$ cat src/design/nibble_crc32_store_check_top_macros.svh
// Assertion macros shared by the store check block.
`ifndef NIBBLE_CRC32_STORE_CHECK_TOP_MACROS_SVH
`define NIBBLE_CRC32_STORE_CHECK_TOP_MACROS_SVH

// Same-cycle implication, disabled while reset is held.
`define NCRC_ASSERT_IMPL(label, clk, rstn, ante, cons) \
    label: assert property (@(posedge clk) disable iff (!(rstn)) (ante) |-> (cons)) \
        else $error("ncrc assertion failed");

// Next-cycle implication, disabled while reset is held.
`define NCRC_ASSERT_NEXT(label, clk, rstn, ante, cons) \
    label: assert property (@(posedge clk) disable iff (!(rstn)) (ante) |=> (cons)) \
        else $error("ncrc assertion failed");

`endif

$ cat src/design/ncrc_pkg.sv
// Package with types, constants and the nibble step of the store check block.
package ncrc_pkg;

    localparam int HEADER_BYTES = 4;
    localparam int POS_W = 3;
    localparam logic [31:0] CRC_INIT = 32'hFFFF_FFFF;
    localparam logic [POS_W-1:0] HEADER_POS = POS_W'(HEADER_BYTES);

    // Reflected CRC-32 table for polynomial 0xEDB88320, one entry per nibble.
    localparam logic [31:0] NIB_TAB [16] = '{
        32'h00000000, 32'h1db71064, 32'h3b6e20c8, 32'h26d930ac,
        32'h76dc4190, 32'h6b6b51f4, 32'h4db26158, 32'h5005713c,
        32'hedb88320, 32'hf00f9344, 32'hd6d6a3e8, 32'hcb61b38c,
        32'h9b64c2b0, 32'h86d3d2d4, 32'ha00ae278, 32'hbdbdf21c
    };

    typedef struct packed {
        logic [7:0] data_byte;
        logic       last_byte;
    } in_item_t;

    typedef struct packed {
        logic [31:0] computed_crc;
        logic [31:0] stored_crc;
        logic        crc_match;
    } result_t;

    function automatic logic [31:0] nib_step(input logic [31:0] c, input logic [3:0] nib);
        logic [3:0] idx;
        idx = c[3:0] ^ nib;
        return NIB_TAB[idx] ^ (c >> 4);
    endfunction

endpackage

$ cat src/design/ncrc_in_stage.sv
// Input register that holds one word until the core takes it.
module ncrc_in_stage
    import ncrc_pkg::*;
(
    input  logic     aclk,
    input  logic     aresetn,
    input  logic     s_valid,
    output logic     s_ready,
    input  in_item_t s_item,
    input  logic     consume,
    output logic     in_valid,
    output in_item_t in_item
);

    logic     valid_reg;
    logic     valid_next;
    in_item_t item_reg;

    assign s_ready  = !valid_reg || consume;
    assign in_valid = valid_reg;
    assign in_item  = item_reg;

    always_comb begin
        valid_next = valid_reg;
        if (s_valid && s_ready) begin
            valid_next = 1'b1;
        end else if (consume) begin
            valid_next = 1'b0;
        end
    end

    always_ff @(posedge aclk) begin
        if (!aresetn) begin
            valid_reg <= 1'b0;
        end else begin
            valid_reg <= valid_next;
        end
    end

    always_ff @(posedge aclk) begin
        if (s_valid && s_ready) begin
            item_reg <= s_item;
        end
    end

endmodule

$ cat src/design/ncrc_core.sv
// Header collection and CRC update for one byte per cycle; a final byte waits while the result slot is full.
module ncrc_core
    import ncrc_pkg::*;
(
    input  logic     aclk,
    input  logic     aresetn,
    input  logic     in_valid,
    input  in_item_t in_item,
    input  logic     out_free,
    output logic     consume,
    output logic     res_valid,
    output result_t  res
);

    logic [POS_W-1:0] pos_reg;
    logic [POS_W-1:0] pos_next;
    logic [31:0]      hdr_reg;
    logic [31:0]      hdr_next;
    logic [31:0]      crc_reg;
    logic [31:0]      crc_next;
    logic [31:0]      hdr_upd;
    logic [31:0]      crc_upd;
    logic [31:0]      crc_mid;

    // A word without the final flag never needs the result slot.
    assign consume   = in_valid && (!in_item.last_byte || out_free);
    assign res_valid = consume && in_item.last_byte;

    always_comb begin
        hdr_upd = hdr_reg;
        crc_upd = crc_reg;
        crc_mid = nib_step(crc_reg, in_item.data_byte[3:0]);
        pos_next = pos_reg;
        if (pos_reg < HEADER_POS) begin
            hdr_upd  = {hdr_reg[23:0], in_item.data_byte};
            pos_next = pos_reg + POS_W'(1);
        end else begin
            crc_upd = ~nib_step(crc_mid, in_item.data_byte[7:4]);
        end
        hdr_next = hdr_upd;
        crc_next = crc_upd;
        if (in_item.last_byte) begin
            pos_next = '0;
            hdr_next = '0;
            crc_next = CRC_INIT;
        end
    end

    assign res.computed_crc = crc_upd;
    assign res.stored_crc   = hdr_upd;
    assign res.crc_match    = (crc_upd == hdr_upd);

    always_ff @(posedge aclk) begin
        if (!aresetn) begin
            pos_reg <= '0;
            hdr_reg <= '0;
            crc_reg <= CRC_INIT;
        end else if (consume) begin
            pos_reg <= pos_next;
            hdr_reg <= hdr_next;
            crc_reg <= crc_next;
        end
    end

endmodule

$ cat src/design/ncrc_out_stage.sv
// Result register that holds one result word until the receiver takes it.
module ncrc_out_stage
    import ncrc_pkg::*;
(
    input  logic    aclk,
    input  logic    aresetn,
    input  logic    res_valid,
    input  result_t res,
    output logic    out_free,
    output logic    m_valid,
    input  logic    m_ready,
    output result_t m_res
);

    logic    valid_reg;
    logic    valid_next;
    result_t res_reg;

    assign out_free = !valid_reg || m_ready;
    assign m_valid  = valid_reg;
    assign m_res    = res_reg;

    always_comb begin
        valid_next = valid_reg;
        if (res_valid) begin
            valid_next = 1'b1;
        end else if (m_ready) begin
            valid_next = 1'b0;
        end
    end

    always_ff @(posedge aclk) begin
        if (!aresetn) begin
            valid_reg <= 1'b0;
        end else begin
            valid_reg <= valid_next;
        end
    end

    always_ff @(posedge aclk) begin
        if (res_valid) begin
            res_reg <= res;
        end
    end

endmodule

$ cat src/design/nibble_crc32_store_check_top.sv
// Top level of the store CRC check: stream in of store bytes, stream out of results.
//
// The slave channel takes one store byte per word, in address order, with tlast
// on the final byte. The first four bytes form the stored CRC, most significant
// byte first; every later byte updates a reflected CRC-32 through two nibble
// table steps and the running value is complemented after each byte.
// The master channel gives one word per store, on its final byte: the computed
// CRC, the stored CRC and a match flag.
// A byte is taken into an input register, processed from there and the result lands
// in an output register, so a result word passes through both registers after its
// final byte is accepted. One byte per cycle is sustained while no final byte waits
// on a pending result; the CRC loop runs through both nibble steps combinationally.
// When the receiver stalls, the output register holds its word and data bytes
// keep flowing; only a second final byte waits until the pending result is taken.
// Synchronous active-low reset empties both registers and restarts the pass.
module nibble_crc32_store_check_top
    import ncrc_pkg::*;
(
    input  logic        aclk,
    input  logic        aresetn,
    input  logic        s_tvalid,
    output logic        s_tready,
    input  logic [7:0]  s_tdata,  // [7:0] data_byte
    input  logic        s_tlast,  // last_byte
    output logic        m_tvalid,
    input  logic        m_tready,
    output logic [63:0] m_tdata,  // [31:0] computed_crc, [63:32] stored_crc
    output logic [0:0]  m_tuser   // [0] crc_match
);

    `include "nibble_crc32_store_check_top_macros.svh"

    in_item_t s_item;
    in_item_t in_item;
    logic     in_valid;
    logic     consume;
    logic     res_valid;
    logic     out_free;
    result_t  res;
    result_t  m_res;

    assign s_item.data_byte = s_tdata;
    assign s_item.last_byte = s_tlast;

    ncrc_in_stage u_in (
        .aclk     (aclk),
        .aresetn  (aresetn),
        .s_valid  (s_tvalid),
        .s_ready  (s_tready),
        .s_item   (s_item),
        .consume  (consume),
        .in_valid (in_valid),
        .in_item  (in_item)
    );

    ncrc_core u_core (
        .aclk      (aclk),
        .aresetn   (aresetn),
        .in_valid  (in_valid),
        .in_item   (in_item),
        .out_free  (out_free),
        .consume   (consume),
        .res_valid (res_valid),
        .res       (res)
    );

    ncrc_out_stage u_out (
        .aclk      (aclk),
        .aresetn   (aresetn),
        .res_valid (res_valid),
        .res       (res),
        .out_free  (out_free),
        .m_valid   (m_tvalid),
        .m_ready   (m_tready),
        .m_res     (m_res)
    );

    assign m_tdata    = {m_res.stored_crc, m_res.computed_crc};
    assign m_tuser[0] = m_res.crc_match;

    // The input side only stalls while a word is held and cannot move on.
    `NCRC_ASSERT_IMPL(a_stall_only_when_held, aclk, aresetn, !s_tready, in_valid && !consume)
    // A new result never overwrites one that the receiver has not taken.
    `NCRC_ASSERT_IMPL(a_no_overwrite, aclk, aresetn, res_valid, !m_tvalid || m_tready)
    // The match flag agrees with the two CRC fields of the result word.
    `NCRC_ASSERT_IMPL(a_match_consistent, aclk, aresetn, m_tvalid,
        m_tuser[0] == (m_tdata[31:0] == m_tdata[63:32]))
    // A processed final byte always leaves a result waiting in the next cycle.
    `NCRC_ASSERT_NEXT(a_result_follows, aclk, aresetn, res_valid, m_tvalid)

endmodule
$ cat config.mk
export PLATFORM = sky130hd
export DESIGN_NAME = nibble_crc32_store_check_top
export DESIGN_NICKNAME = d
export VERILOG_FILES = /design/src/design/ncrc_pkg.sv /design/src/design/ncrc_in_stage.sv /design/src/design/ncrc_core.sv /design/src/design/ncrc_out_stage.sv /design/src/design/nibble_crc32_store_check_top.sv
export VERILOG_INCLUDE_DIRS = /design/src /design/src/design
export SDC_FILE = /design/constraint.sdc
export NUM_CORES = 1
export LEC_CHECK = 0
export BUFFER_PORTS_ARGS = -buffer_cell sky130_fd_sc_hd__buf_2
export CAP_MARGIN = 20
export CORE_MARGIN = 4
export CORE_UTILIZATION = 35
export CTS_CLUSTER_DIAMETER = 200
export CTS_CLUSTER_SIZE = 28
export DETAILED_ROUTE_END_ITERATION = 12
export GPL_ROUTABILITY_DRIVEN = 0
export SYNTH_ARGS = -nofsm -noshare
export SYNTH_HDL_FRONTEND = slang
export SYNTH_SLANG_ARGS = --single-unit
$ cat constraint.sdc
create_clock -name aclk -period 3.3 [get_ports aclk]
set_input_delay 0.495 -clock aclk [delete_from_list [all_inputs] [get_ports aclk]]
set_output_delay 0.495 -clock aclk [all_outputs]
set_load 0.01 [all_outputs]
---- Word level (Yosys, flattened, before mapping) ----
Memory sizes are Yosys's and may differ from the RTL's.
Cells that the tools add are included.
cells by class
  $add $sub $neg .......................... 1
  reduce and logical (&&, ||, !) cells .... 13
  mux-type cells .......................... 14
  divide/modulo/power cells ............... 0
  multipliers ............................. 0
  shifts and indexed selects .............. 0
  bitwise logic cells ..................... 7
  order comparisons ....................... 3
  eq/ne operators ......................... 1
operators by type and width
  kind                   count
  $mux W32               8
  $xor A32 B28 Y32       2
  $eq A32 B32 Y1         1
  $not A32 Y32           1
  $ge A5 B5 Y1 const B   2
  $not A4 Y5             2
  $xor A4 B4 Y4          2
  $mux W3                2
  $reduce_bool A2 Y1     3
  $mux W1                4
  $add A3 B1 Y3 const B  1
  $logic_and A1 B1 Y1    3
  $logic_not A1 Y1       3
  $logic_or A1 B1 Y1     3
  $lt A3 B3 Y1 const B   1
  $reduce_and A2 Y1      1
storage, ports and cells
  memories kept ........................... 2
  ROM bits ................................ 1024
  word-level logic and storage cells ...... 51
  RAM bits ................................ 0
  latch bits .............................. 0
  input bits .............................. 13
  register bits after elaboration ......... 143
memories
  name              depth  width  read ports  clocked after memory_dff  wr ports  RTL line        RTL
  (name not given)  16     32     1           0                         0         ncrc_pkg.sv:31  return NIB_TAB[idx] ^ (c >> 4);
  (name not given)  16     32     1           0                         0         ncrc_pkg.sv:31

---- Logic depth before layout (Yosys ltp) ----
Gate-level depths: netlist of run 1.
  depth after elaboration ................. 15
  mapped depth ............................ 9
  mapped depth without buffers ............ 7

---- Hierarchy ----
From an unflattened synthesis of run 1, not the netlist that was laid out.
second synthesis, totals
  cells, all modules ...................... 698
  area total of the unflattened synthesis .. 7484.7 um^2
modules (own cells, without submodules)
  module          cells an instance  seq. area each (um^2)  instances  area an instance (um^2)
  ncrc_core       615                1341.3                 1          5156.2
  ncrc_out_stage  69                 1971.9                 1          2000.7
  ncrc_in_stage   14                 290.3                  1          327.8

---- Worst setup path before layout of run 1 ----
OpenSTA, ideal clock, no wires.
  kind .................................... input to register
  start point ............................. input port m_tready
  end point ............................... register u_core.crc_reg[15]
  path buffers ............................ 2
  setup slack ............................. 0.387 ns
  data required time ...................... 3.221 ns
  stages .................................. 7
  data arrival time ....................... 2.834 ns
  path through ............................ nor2b_1 nand2_1 and3_1 nor2b_1 clkbuf_1 clkbuf_1 o211ai_1
on the way
  cells in the longest elaborated chain, start to end .. 3
RTL lines
  item                    RTL line                            RTL
  start: declaration      nibble_crc32_store_check_top.sv:26  input logic m_tready,
  $logic_or A1 B1 Y1      ncrc_out_stage.sv:19                assign out_free = !valid_reg || m_ready;
  $logic_or A1 B1 Y1      ncrc_core.sv:26                     assign consume = in_valid && (!in_item.last_byte || out_free);
  $logic_and A1 B1 Y1     ncrc_core.sv:26
  end signal: assignment  ncrc_core.sv:61                     crc_reg <= crc_next;
  end: declaration        ncrc_core.sv:19                     logic [31:0] crc_reg;
Every way passes these cells.
A chain may end at the register's enable or synchronous reset.

==> results.py, run 1 <==
metrics = {
    "timing": {
        "period_share_pct": 86.8,
        "slew_violations": 0,
        "finalCriticalPeriod_ns": 2.86,
        "rsz0062_at_grt": "false",
        "hold_violations": 0,
        "max_slew_margin_pct": 42.4,
        "setup_violations": 0,
        "fmax_mhz": 349,
        "fin_tns_setup_ns": 0,
        "tightest_slew_ns": 0.864,
        "clock-skew-final_ns": 0.0120,
        "layout_setup_ws_ns": 0.436,
    },
    "status": {
        "status": "finished clean",
    },
    "critical_path": {
        "regToRegStartpoint": "u_in.in_item[8]$_DFFE_PP_",
        "crit_type": "reg2reg",
        "crit_arrival_ns": 3.12,
        "cp_max_fo": 7,
        "cp-end-kind": "register",
        "r2r_cells": 7,
        "worstPathRequired_ns": 3.56,
        "rr_endpoint": "u_out.m_res[0]$_DFFE_PP_",
        "ff2ff_setup_slack_ns": 0.44,
        "crit_path_start_kind": "register",
    },
    "global_routing": {
        "overflow": 0,
        "grt_max_degree": 77,
        "grt_pass1_vias": 5084,
        "antenna_found_initial": 0,
        "grt_pass1_wl_mm": 32.0,
        "gr-usage-all-layers_pct": 17.7,
    },
    "final_layout": {
        "layout-drive-gt1-share_pct": 24.4,
        "post-route-util_pct": 42.1,
        "antenna_cells": 0,
        "area.growth.synth_to_final_pct": 17.0,
        "nets": 754,
        "largest_reg_flops": 65,
    },
    "logic_synthesis": {
        "synth-seq-cells": 143,
        "yosys.area.top_type": "edfxtp_1",
        "ys_types": 57,
        "seq_area_frac_synth_pct": 47.2,
        "synth_area_sq_mm": 0.00764,
        "synth_top_cell_area_share_pct": 29.1,
        "synth_flop_cell": "edfxtp_1",
        "synth.avg_cell_area_sq_um": 11.5,
        "ys_top_cells_by_area": "edfxtp_1 (29%), dfxtp_1 (18%), xnor3_1 (7.1%)",
        "syn_inst": 664,
        "async_flop_share_pct": 0,
        "synth-edff-count": 74,
        "synth_nets": 678,
        "synth_warnings": 0,
    },
    "detailed_routing": {
        "finalWirelength_mm": 21.1,
        "wl_per_cell_um": 20.5,
        "first_iter_violations": 491,
        "antenna_left": 0,
        "viasPerCell": 5.11,
        "dr.pass1.iters": 5,
        "vias": 5254,
        "drc": 0,
    },
    "place": {
        "pre_cts_ws_ns": 0.473,
        "dp_hpwl_mm": 15.2,
        "port_buffers": 79,
    },
    "die": {
        "fp.dieW_um": 156,
        "rows": 53,
        "die_y_um": 156,
        "fp.dieArea_sq_mm": 0.0243,
        "pin_count": 80,
        "core_area_sq_mm": 0.0212,
        "initial_utilization_pct": 36.0,
    },
    "min_path": {
        "whs_endpoint": "u_in.in_item[0]$_DFFE_PP_",
        "hold_path.class": "in2reg",
        "hold_depth": 1,
        "hold_start": "s_tlast",
    },
    "power_and_ir_drop": {
        "power_density_mw_per_mm2": 563,
        "leakagePower_nw": 3.49,
        "ir_worst_vdd_v": 0.000342,
        "total_power_mw": 5.03,
    },
    "clocking": {
        "cts_hold_buffers": 0,
        "htreeDepth": 4,
        "postCtsSetupBuffers": 0,
        "clockBufferDepth": 2,
        "cts_sinks": 143,
        "cts_inserted_buffers": 17,
        "path_clk_slew_ns": 0.07,
        "root_buffer": "clkbuf_16",
        "cts_resized": 0,
        "clk-insertion-delay-late_ns": 0.43,
        "cts_tree": "built",
    },
    "flow_run": {
        "drv_cap": 0,
    },
}
## cells in the final DEF, fill, tap and decap left out, types with 6 or more instances in the layout
cell	netlist	final
nand2_1	67	66
nand3_1	29	29
o211ai_1	11	11
edfxtp_1	74	74
xor2_1	10	10
xnor2_1	56	56
nor2_1	44	44
xnor2_4	6	6
buf_2	2	79
a22oi_1	34	34
inv_1	26	26
mux2_2	23	23
a21oi_1	25	25
mux2i_1	12	12
xnor3_1	24	24
clkinvlp_4	0	7
o21ai_0	10	10
dfxtp_1	69	68
buf_4	2	15
clkbuf_16	0	18
nor2b_1	39	37
## per-stage QoR
stage | hold WS [ns] | cells | cell area, sq um
2_1_floorplan | 0.468 | 664 | 7640
3_3_place_gp | 0.499 | 996 | 8340
3_5_place_dp | 0.509 | 996 | 8340
4_1_cts | 0.223 | 1028 | 8930
5_1_grt | 0.232 | 1028 | 8930
6_report | 0.244 | 1028 | 8930
## power by group
part | leakage [nW] | switching, mW | internal, mW | total, mW
sequential | 1.22 | 0.0640 | 1.93 | 1.99
combinational | 2.00 | 0.571 | 0.542 | 1.11
clock | 0.271 | 0.786 | 1.14 | 1.93
total | 3.49 | 1.42 | 3.61 | 5.03
## critical path, stage by stage (launching register included)
cell,delay (ns)
edfxtp_1,0.45
xnor2_2,0.53
xnor2_1,0.33
xnor2_1,0.37
o2111ai_1,0.23
a2111oi_4,0.37
nand4_1,0.17
nor4_2,0.26
## final cells by class
| cell class | instances | area, sq um |
|---|---|---|
| inverter | 26 | 97.6 |
| sequential | 143 | 3610 |
| multi-input combinational | 456 | 3740 |
| fill | 2041 | 12300 |
| tap | 275 | 344 |
| timing repair buffer | 96 | 548 |
| clock inverter | 11 | 105 |
| clock buffer | 21 | 492 |
## cells by family after synthesis
kind of cell | after synthesis | synth area share, %
buffers and inverters | 65 | 3.98
multiplexers | 36 | 5.11
flip-flops | 143 | 47.2
adder cells (fa/ha/maj) | 1 | 0.164
AO/OA/AOI/OAI | 109 | 10.7
XOR/XNOR | 108 | 20.0
AND/OR/NAND/NOR | 202 | 12.9
## how the worst max path moves through the flow
stage                         startpoint                              end  slack, ns  cells after the start
2_1_floorplan                   m_tready  u_core.crc_reg[15]$_SDFFE_PN1P_       0.39                      7
3_3_place_gp   u_in.in_item[8]$_DFFE_PP_         u_out.m_res[0]$_DFFE_PP_       0.54                      7
3_5_place_dp   u_in.in_item[8]$_DFFE_PP_         u_out.m_res[0]$_DFFE_PP_       0.47                      7
4_1_cts        u_in.in_item[8]$_DFFE_PP_         u_out.m_res[0]$_DFFE_PP_       0.46                      7
5_1_grt        u_in.in_item[8]$_DFFE_PP_         u_out.m_res[0]$_DFFE_PP_       0.25                      7
6_report       u_in.in_item[8]$_DFFE_PP_         u_out.m_res[0]$_DFFE_PP_       0.44                      7
## Yosys cell counts (all sizes together), types with 3 or more instances
cell type  number
nor2           44
o21ai          11
clkbuf         29
a31oi           3
edfxtp         74
nand2          67
dfxtp          69
xnor3          29
a2111oi         5
o211ai         11
a22oi          34
mux2i          12
nand3          29
and3            4
inv            26
a21oi          25
xnor2          67
xor2           11
buf            10
nor2b          39
mux2           24
o2111ai         4
nand4           5
## metal layers
layer	up-vias	track usage, %	wire, um
met2	176	26.1	9410
met3	23	3.72	1300
met1	2561	26.0	10000
met5	-	0	0
li1	2494	-	-
met4	0	5.84	401
(Power assumes the default switching activity.)
==> inputs of run 2 (changes only) <==
--- a/config.mk
+++ b/config.mk
@@ -9,11 +9,12 @@
 export BUFFER_PORTS_ARGS = -buffer_cell sky130_fd_sc_hd__buf_2
 export CAP_MARGIN = 20
 export CORE_MARGIN = 4
-export CORE_UTILIZATION = 35
+export CORE_UTILIZATION = 55
 export CTS_CLUSTER_DIAMETER = 200
 export CTS_CLUSTER_SIZE = 28
 export DETAILED_ROUTE_END_ITERATION = 12
 export GPL_ROUTABILITY_DRIVEN = 0
+export PLACE_DENSITY = 0.75
 export SYNTH_ARGS = -nofsm -noshare
 export SYNTH_HDL_FRONTEND = slang
 export SYNTH_SLANG_ARGS = --single-unit
==> results.py, run 2 (same netlist as run 1, synthesis figures left out) <==
metrics = {
    "flow_run": {
        "drv_cap": 0,
    },
    "detailed_routing": {
        "viasPerCell": 5.99,
        "wl_per_cell_um": 21.5,
        "first_iter_violations": 649,
        "antenna_left": 0,
        "dr.pass1.iters": 8,
        "finalWirelength_mm": 19.9,
        "drc": 0,
        "vias": 5551,
    },
    "timing": {
        "clock-skew-final_ns": 0.0129,
        "hold_violations": 0,
        "setup_violations": 0,
        "max_slew_margin_pct": 42.0,
        "rsz0062_at_grt": "false",
        "tightest_slew_ns": 0.866,
        "fin_tns_setup_ns": 0,
        "slew_violations": 0,
        "period_share_pct": 92.5,
        "fmax_mhz": 328,
        "holdWs_ns": 0.236,
        "finalCriticalPeriod_ns": 3.05,
    },
    "place": {
        "port_buffers": 79,
        "post-place-cells": 895,
        "dp_hpwl_mm": 14.1,
    },
    "power_and_ir_drop": {
        "combPwrFrac_pct": 21.9,
        "leakagePower_nw": 3.50,
        "p_clk_share_pct": 38.9,
        "internal_power_mw": 3.66,
        "swShare_pct": 28.1,
        "power_density_mw_per_mm2": 578,
        "p_switching_mw": 1.43,
        "ir_worst_vdd_v": 0.000383,
        "pwr-share-seq_pct": 39.1,
    },
    "min_path": {
        "whs_endpoint": "u_in.in_item[0]$_DFFE_PP_",
        "hold_depth": 1,
        "hold_start": "s_tlast",
        "hold_path.class": "in2reg",
    },
    "clocking": {
        "cts_tree": "built",
        "cts_inserted_buffers": 17,
        "root_buffer": "clkbuf_16",
        "clk-insertion-delay-late_ns": 0.43,
        "cts_resized": 0,
        "htreeDepth": 4,
        "cts_hold_buffers": 0,
        "clockBufferDepth": 2,
        "postCtsSetupBuffers": 0,
        "path_clk_slew_ns": 0.07,
        "cts_sinks": 143,
    },
    "die": {
        "core_area_sq_mm": 0.0134,
        "rows": 42,
        "initial_utilization_pct": 57.0,
        "die_y_um": 126,
        "fp.dieW_um": 126,
        "fp.dieArea_sq_mm": 0.0158,
        "pin_count": 80,
    },
    "critical_path": {
        "ff2ff_setup_slack_ns": 0.25,
        "crit_path_start_kind": "register",
        "worstPathRequired_ns": 3.56,
        "cp_max_fo": 7,
        "rr_endpoint": "u_out.m_res[0]$_DFFE_PP_",
        "regToRegStartpoint": "u_in.in_item[2]$_DFFE_PP_",
        "crit_type": "reg2reg",
        "r2r_cells": 7,
        "startpoint": "u_in.in_item[2]$_DFFE_PP_",
        "crit_arrival_ns": 3.31,
        "cp-end-kind": "register",
    },
    "global_routing": {
        "antenna_found_initial": 0,
        "grt_max_degree": 67,
        "overflow": 0,
        "gr-usage-all-layers_pct": 25.7,
        "grt_pass1_vias": 5486,
        "grt_pass1_wl_mm": 31.2,
    },
    "final_layout": {
        "nets": 752,
        "area.growth.synth_to_final_pct": 15.3,
        "layout-drive-gt1-share_pct": 24.0,
        "final_common_cell": "buf_2",
        "final_cells": 927,
        "fillers": 1027,
        "final_cell_mix": "buf_2 (79), edfxtp_1 (74), dfxtp_1 (68), nand2_1 (66), xnor2_1 (56)",
        "antenna_cells": 0,
        "largest_reg_flops": 65,
    },
    "status": {
        "status": "finished clean",
    },
}
-- run 2: cell count changes in the layout (fill, tap and decap cells not counted), sizes merged --
cell / change
bufinv: +2
clkinvlp: -4
buf: -2
inv: +4
clkbuf: -4
clkinv: +2
-- run 2: power groups by stage --
stage	sequential (mW)	combinational, mW	clock [mW]
2_1_floorplan	2.02	0.861	0
3_3_place_gp	2.02	1.07	0
3_5_place_dp	2.03	1.09	0
4_1_cts	1.99	1.10	2.00
5_1_grt	2.00	1.18	2.09
6_report	1.99	1.12	1.98
-- run 2: per-stage QoR --
step           area [sq um]  power, mW  setup slack, ns  util [%]
3_3_place_gp           8200       3.10            0.388      61.2
5_1_grt                8800       5.26            0.152      65.7
2_1_floorplan          7640       2.88            0.387         -
3_5_place_dp           8200       3.12            0.295      61.2
4_1_cts                8800       5.09            0.282      65.7
6_report               8800       5.09            0.247      65.7
-- run 2: area by class of cell --
class / count / area (sq um) / area share, %
clock inverter: 15 / 181 / 2.06
sequential: 143 / 3610 / 41.0
clock buffer: 17 / 425 / 4.83
multi-input combinational: 456 / 3740 / 42.5
timing repair buffer: 94 / 533 / 6.05
tap: 176 / 220 / 2.50
inverter: 26 / 97.6 / 1.11
-- run 2: how the worst max path moves through the flow --
stage                                                 end  slack (ns)
after CTS                        u_out.m_res[0]$_DFFE_PP_        0.28
after global placement           u_out.m_res[0]$_DFFE_PP_        0.39
after global routing             u_out.m_res[0]$_DFFE_PP_        0.15
after floorplan           u_core.crc_reg[15]$_SDFFE_PN1P_        0.39
final                            u_out.m_res[0]$_DFFE_PP_        0.25
after detailed placement         u_out.m_res[0]$_DFFE_PP_        0.29
-- run 2: worst max-delay path, stage by stage (launching register included) --
cell and delay, ns:
edfxtp_1 0.53, xnor2_4 0.24, xnor2_1 0.60, xnor3_2 0.52
xnor2_1 0.18, a2111oi_4 0.35, a41oi_2 0.16, nor4_2 0.31
-- run 2: routing by layer --
| layer | global-route usage, % | part of all wire (%) |
|---|---|---|
| met2 | 38.6 | 45 |
| met3 | 5.84 | 9.0 |
| met4 | 13.2 | 4.6 |
| met1 | 35.0 | 41 |
| met5 | 0 | 0 |
